### config.mk
export PLATFORM = sky130hd
export DESIGN_NAME = mtf_cell
export DESIGN_NICKNAME = d
export VERILOG_FILES = /design/src/rtl/core/mtf_pkg.sv /design/src/rtl/core/mtf_cell.sv
export SDC_FILE = /design/constraint.sdc
export NUM_CORES = 1
export LEC_CHECK = 0
export ABC_AREA = 1
export BUFFER_PORTS_ARGS = -buffer_cell sky130_fd_sc_hd__buf_4
export CAP_MARGIN = 25
export CORE_MARGIN = 1.5
export CORE_UTILIZATION = 39
export CTS_CLUSTER_SIZE = 12
export DETAILED_ROUTE_END_ITERATION = 8
export PLACE_DENSITY_LB_ADDON = 0.12
export SLEW_MARGIN = 30
export SYNTH_ARGS = -nofsm -noshare
export SYNTH_HDL_FRONTEND = slang
export SYNTH_SLANG_ARGS = --single-unit
export TNS_END_PERCENT = 1
### constraint.sdc
create_clock -name clock -period 1.3 [get_ports clock]
set_input_delay 0.065 -clock clock [delete_from_list [all_inputs] [get_ports clock]]
set_output_delay 0.065 -clock clock [all_outputs]
set_load 0.02 [all_outputs]
### src/rtl/core/mtf_pkg.sv
// mtf_pkg: shared types and constants of the move-to-front codec
// used by mtf_cell, mtf_reduce and move_to_front_codec; no dependencies
package mtf_pkg;

   // width of one symbol or rank word on the ports
   localparam int VALUE_W = 8;
   // width of the alphabet size register
   localparam int SIZE_W = 9;
   // number of cells folded by one node of the first reduction level
   localparam int GROUP_SIZE = 16;
   localparam int GROUP_IDX_W = $clog2(GROUP_SIZE);

   // register indexes of the configuration port
   localparam logic CSR_DECODE_MODE = 1'b0;
   localparam logic CSR_ALPHABET_SIZE = 1'b1;

   // controls broadcast to every cell of the chain
   typedef struct packed {
      logic               load_identity;
      logic               capture_hit;
      logic               commit;
      logic               decode;
      logic [VALUE_W-1:0] key;
      logic [VALUE_W-1:0] front;
   } mtf_cell_ctrl_type;

endpackage

### src/rtl/core/mtf_cell.sv
// mtf_cell: one table entry of the move-to-front chain with its match flag
// depends on mtf_pkg
module mtf_cell #(
   parameter int ENTRY_W = 8
) (
   input  logic                       clock,
   input  logic                       reset,
   input  mtf_pkg::mtf_cell_ctrl_type ctrl,
   input  logic [ENTRY_W-1:0]         index,
   input  logic                       shift_en,
   input  logic [ENTRY_W-1:0]         prev_entry,
   output logic [ENTRY_W-1:0]         entry,
   output logic                       hit
);
   import mtf_pkg::*;

   logic [ENTRY_W-1:0] entry_ff, entry_in;
   logic               hit_ff, hit_in;

   // entry: identity on block start, take neighbor's entry when shifting back
   always_comb begin
      entry_in = entry_ff;
      if (ctrl.load_identity) begin
         entry_in = index;
      end else if (ctrl.commit && shift_en) begin
         entry_in = prev_entry;
      end
   end

   // match flag: position match when decoding, symbol match when encoding
   always_comb begin
      hit_in = hit_ff;
      if (ctrl.capture_hit) begin
         if (ctrl.decode) begin
            hit_in = (VALUE_W'(index) == ctrl.key);
         end else begin
            hit_in = (VALUE_W'(entry_ff) == ctrl.key);
         end
      end
   end

   always_ff @(posedge clock) begin
      if (reset) begin
         entry_ff <= index;
         hit_ff   <= 1'b0;
      end else begin
         entry_ff <= entry_in;
         hit_ff   <= hit_in;
      end
   end

   assign entry = entry_ff;
   assign hit   = hit_ff;

endmodule

Word-level counts from Yosys, hierarchy flattened. Cells that the tools add are included.

Equality and inequality tests: 2. Multiplexer cells: 4. Reductions and logical operators: 2.

Operators by type and width (count): $mux 8 (3); $eq 8x8->1 (2); $reduce_bool 3->1 (1); $logic_and 1x1->1 (1); $mux 1 (1).

Register bits: 9. Input port bits: 39. Output and inout port bits: 9. Logic and storage cells: 10.

Longest topological paths before layout.
Depth after elaboration: 4. Gate-level depth with buffers: 10.

Least setup slack after synthesis. Ideal clock, no wire load.

Path kind: reg-to-reg. From: register entry_ff[6], in the netlist entry[6]. To: register hit_ff, in the netlist hit. Setup time: 111 ps. Data arrival time: 1077 ps. Data required time: 1189 ps. Path slack: 112 ps. Stages on the path, launching flop included: 10. Buffers on the path: 0. Clock period less this slack: 1188 ps. Path through: edfxtp_1 > or2_1 > nand2_1 > nand2_1 > nand2_1 > nor2_1 > nand2_1 > nor2_1 > nor2_1 > nor2_1.

Cells in the longest elaborated chain, start to end: 2.

Ends and longest elaborated chain: from (decl) (line mtf_cell.sv:17) `logic [ENTRY_W-1:0] entry_ff, entry_in;`; from (signal assigned) (line mtf_cell.sv:44) `entry_ff <= index;`; from (signal assigned) (line mtf_cell.sv:47) `entry_ff <= entry_in;`; $eq 8x8->1 (line mtf_cell.sv:37) `hit_in = (VALUE_W'(entry_ff) == ctrl.key);`; $mux 1 (line mtf_cell.sv:34) `if (ctrl.decode) begin`; to (signal assigned) (line mtf_cell.sv:48) `hit_ff <= hit_in;`; to (decl) (line mtf_cell.sv:18) `logic hit_ff, hit_in;`.

No other way between the ends. A chain may end at the register's enable or synchronous reset.

Worst setup path after layout. Ends and elaborated chain as after synthesis.

==> out/results.env <==
POST_SYNTH_TOP_FLOP='sky130_fd_sc_hd__edfxtp_1'
FILLERINSTANCES=151
DIE_OUTLINE_WIDTH_UM=44.2
POST_SYNTH_INSTANCE_AREA_UM2=661
CLOCK_TREE.HTREE_LEVEL_COUNT=1
SYNTH-COMPOUND-AREA-SHARE_PCT=3.03
FINAL.HOLD.WORST_SLACK_NS=0.0760
POST-SYNTH-TOP-COUNT-CELL='sky130_fd_sc_hd__nand2_1'
GRT_PASS1_WL_UM=2790
MEAN_SYN_CELL_AREA_UM2=6.74
SYN-NUM-NETS=137
SETUP_REPAIR_AFTER_GLOBAL_ROUTING_MISSED_ITS_MARGIN='false'
CTS.SINK_COUNT=9
SYNTH.TOP_CELLS.BY_COUNT='42 x sky130_fd_sc_hd__nand2_1, 14 x sky130_fd_sc_hd__inv_1, 10 x sky130_fd_sc_hd__nand3_1, 10 x sky130_fd_sc_hd__nor2_1, 8 x sky130_fd_sc_hd__edfxtp_1'
SEQUENTIAL_CELL_AREA_UM2=260
VIA_COUNT_OF_THE_FIRST_GLOBAL_ROUTING_PASS=692
CELLLEAKAGEPOWER_nW=0.548
YOSYS_REGISTER_BITS=9
VDD.IR_DROP.WORST_mV=0.643
NUM_ROWS=14
WORST_MARGIN_SLEW_NS=0.350
WORSTSETUPSTARTPOINT='entry[6]'
LARGEST_FAMILY_OF_LOGIC_CELLS_BY_SYNTHESIZED_AREA='simple AND/OR/NAND/NOR gates'
LAYOUT_MIN_CYCLE_TIME_NS=1.11
SYNTHDISTINCTLIBCELLS=12
NETLIST_TOP_CELLS_AREA='sky130_fd_sc_hd__edfxtp_1 36%, sky130_fd_sc_hd__nand2_1 24%, sky130_fd_sc_hd__mux2_2 8.5%'
TIMING.REG2REG.SETUP_SLACK_NS=0.19
CP-START-KIND='flip-flop'
TRITONCTS='built'
YS_ASYNC_SR_FRACTION_PCT=0
SYNTH.LARGEST_AREA_CELL='sky130_fd_sc_hd__edfxtp_1'
VIAS_PER_CELL=4.78
CORE-AREA_MM2=0.00154
DIE-AREA_MM2=0.00195
VIAS=750
TIMING.SETUP.TNS_NS=0
CRITPATHMAXFANOUT=2
PLACE.DETAILED.INSTANCES=152
FINAL.PERIOD_UTILIZATION_PCT=85.7
POST_LAYOUT_NONFILLER_INSTANCES=157
SYNTHSIMPLEGATEAREAFRAC_PCT=38.1
CHIPHEIGHT_UM=44.2
TRACK_USAGE_PCT=19.5
INITIALDRTVIOLATIONCOUNT=9
SYNTH_XOR_AREA_SHARE_PCT=0
FMAX_GHz=0.897
ANTENNA_VIOLATING_NETS_POST_ROUTE=0
SYNTH_EDF_COUNT=8
HPWL_UM=1240
GRT.OVERFLOW.TOTAL=0
CRITPATHCAPTURETYPE='flip-flop'
WORSTREG2REGSTART='entry[6]'
CLK_LATENCY_NS=0.27
HOLD_PATH_DEPTH=3
CTS.REPAIR_TIMING.SETUP_BUFFER_COUNT=0
SYNTHESIS.INSTANCES=98
CTS_ROOT_BUF='sky130_fd_sc_hd__clkbuf_4'
INSERTEDDIODECOUNT=0
SYN_TO_FINAL_GROWTH_PCT=51.5
WORSTHOLDSTART='prev_entry[1]'
FINALHOLDVIOLCOUNT=0
TIMING.FINAL.MAX_SLEW_VIOLATIONS=0
WORSTHOLDENDPOINT='entry[1]'
SYNTH_SEQUENTIAL_AREA_RATIO_PCT=39.4
POST_SYNTH_FA_HA_MAJ_AREA_FRACTION_PCT=0
TIMING.CRITICAL_PATH.ARRIVAL_NS=1.33
R2R_PATH_END='hit'
COUNT_OF_BUFFERS_FROM_PORT_BUFFERING=39
CLOCK_TRANSITION_TIME_AT_THE_FLIP_FLOP_CLOCK_PINS_OF_THE_WORST_SETUP_AND_HOLD_PATHS_NS=0.07
NUMBER_OF_WARNING_MESSAGES_IN_THE_YOSYS_LOG=0
REG2REG_DEPTH=8
GRT_MAX_DEGREE=13
WORST_CLOCK_SKEW_NS=0.000326
TOP_LEVEL_PORTS=48
FINALCOREUTILIZATION_PCT=64.9
FINAL_NET_COUNT=181
POST_SYNTH_MUX_AREA_SHARE_PCT=8.52
CLOCK_PATH_BUFFERS=2
MULTI_INPUT_COMB_AREA_UM2=328
SLEW_HEADROOM_PCT=76.6
POWERDENSITY_mW_PER_MM2=881
CTS-BUFFERS-INSERTED=3
GRT_ANTENNA_BEFORE_REPAIR=0
COUNT_OF_ENDPOINTS_FAILING_SETUP_IN_THE_FINAL_REPORT=0
DETAILEDROUTE.FIRSTPASSITERATIONCOUNT=4
TIMING.HOLD.WORST.CLASS='in -> reg'
SYNTHDOMINANTCELLAREASHARE_PCT=36.4
RESULT_OF_THE_RUN='completed'
INITIAL_CORE_UTILIZATION_PCT=42.9
MAX-CAP-VIOLATIONS=0
DETAILED_ROUTE_WIRE_LENGTH_PER_CELL_UM=10.3
POST_ROUTE_CELLS_DRIVE_ABOVE_1_SHARE_PCT=34.8
GP_CONGESTION=0.726
POST_CTS.RESIZED_INSTANCES=0
TOTAL_DRC_ERRORS_IN_THE_ROUTED_LAYOUT=0
DRT-TOTAL-WL_UM=1620
CRIT_REQUIRED_NS=1.51
TYPE_OF_THE_WORST_SETUP_PATH='reg -> reg'
-- logic make-up (layout without fill, tap and decap cells) --
| group | after synthesis | after routing |
|---|---|---|
| simple gates | 63 | 63 |
| buf+inv | 17 | 60 |
| flops | 9 | 9 |
| mux | 5 | 5 |
| compound gates | 4 | 4 |
-- layout make-up --
cell class	instances	share of cell area (%)
inverter	15	5.63
sequential	9	26.0
timing repair buffer	41	31.0
tap	16	2.00
clock buffer	4	2.63
multi-input combinational	72	32.7
-- how the worst max path moves through the flow --
stage          endpoint  slack [ns]  cells after the start
2_1_floorplan       hit        0.11                      9
3_3_place_gp        hit        0.20                      8
3_5_place_dp        hit        0.18                      8
4_1_cts             hit        0.17                      8
5_1_grt             hit        0.05                      8
6_report            hit        0.19                      8
-- what timing repair did --
item                                   in CTS  in global routing
setup endpoints to repair                   0                  0
endpoints found under the hold margin       1                  0
hold buffers                                1                  0
-- where the power goes --
group / leakage, nW / switching (mW) / internal (mW)
Sequential: 0.0907 / 0.0167 / 0.350
Combinational: 0.443 / 0.138 / 0.144
Clock: 0.0150 / 0.113 / 0.119
Total: 0.548 / 0.268 / 0.614
-- worst max-delay path, cell delays in order, from the launching register on --
cell and delay [ns]:
sky130_fd_sc_hd__edfxtp_1 0.38, sky130_fd_sc_hd__or2_1 0.23, sky130_fd_sc_hd__nand3_1 0.07, sky130_fd_sc_hd__nand2_1 0.06
sky130_fd_sc_hd__nor2_1 0.08, sky130_fd_sc_hd__nand2_1 0.06, sky130_fd_sc_hd__nor2_1 0.08, sky130_fd_sc_hd__nor2_1 0.04
sky130_fd_sc_hd__nor2_1 0.07
-- state kept, by name, indices dropped and copies added, names as in the netlist --
signal	count
entry	8
hit	1
-- cells in the final DEF (no fill, tap or decap) --
master,n
sky130_fd_sc_hd__dlygate4sd3_1,1
sky130_fd_sc_hd__clkbuf_4,3
sky130_fd_sc_hd__clkbuf_1,1
sky130_fd_sc_hd__nand2_1,42
sky130_fd_sc_hd__mux2_2,5
sky130_fd_sc_hd__or2_1,1
sky130_fd_sc_hd__dfxtp_1,1
sky130_fd_sc_hd__nand3_1,10
sky130_fd_sc_hd__nor2_1,10
sky130_fd_sc_hd__inv_1,14
sky130_fd_sc_hd__buf_4,40
sky130_fd_sc_hd__o21ai_0,4
sky130_fd_sc_hd__edfxtp_1,8
sky130_fd_sc_hd__inv_2,1
-- stage by stage --
stage / cell area (µm²) / setup WS (ns) / total power, mW
after floorplan: 661 / 0.112 / 0.517
after global placement: 965 / 0.195 / 0.648
after detailed placement: 965 / 0.184 / 0.655
after CTS: 1000 / 0.170 / 0.889
after global routing: 1000 / 0.0493 / 0.931
final: 1000 / 0.185 / 0.881
-- per-layer routing --
| layer | wire (µm) | up-vias | share of wire, % | track usage, % |
|---|---|---|---|---|
| li1 | - | 393 | - | - |
| met4 | 15 | 0 | 0.93 | 9.09 |
| met1 | 655 | 324 | 41 | 22.4 |
| met2 | 816 | 30 | 51 | 34.1 |
| met3 | 127 | 3 | 7.9 | 4.08 |
| met5 | 0 | - | 0 | 0 |
No activity file was read; power rests on OpenSTA's default activity.
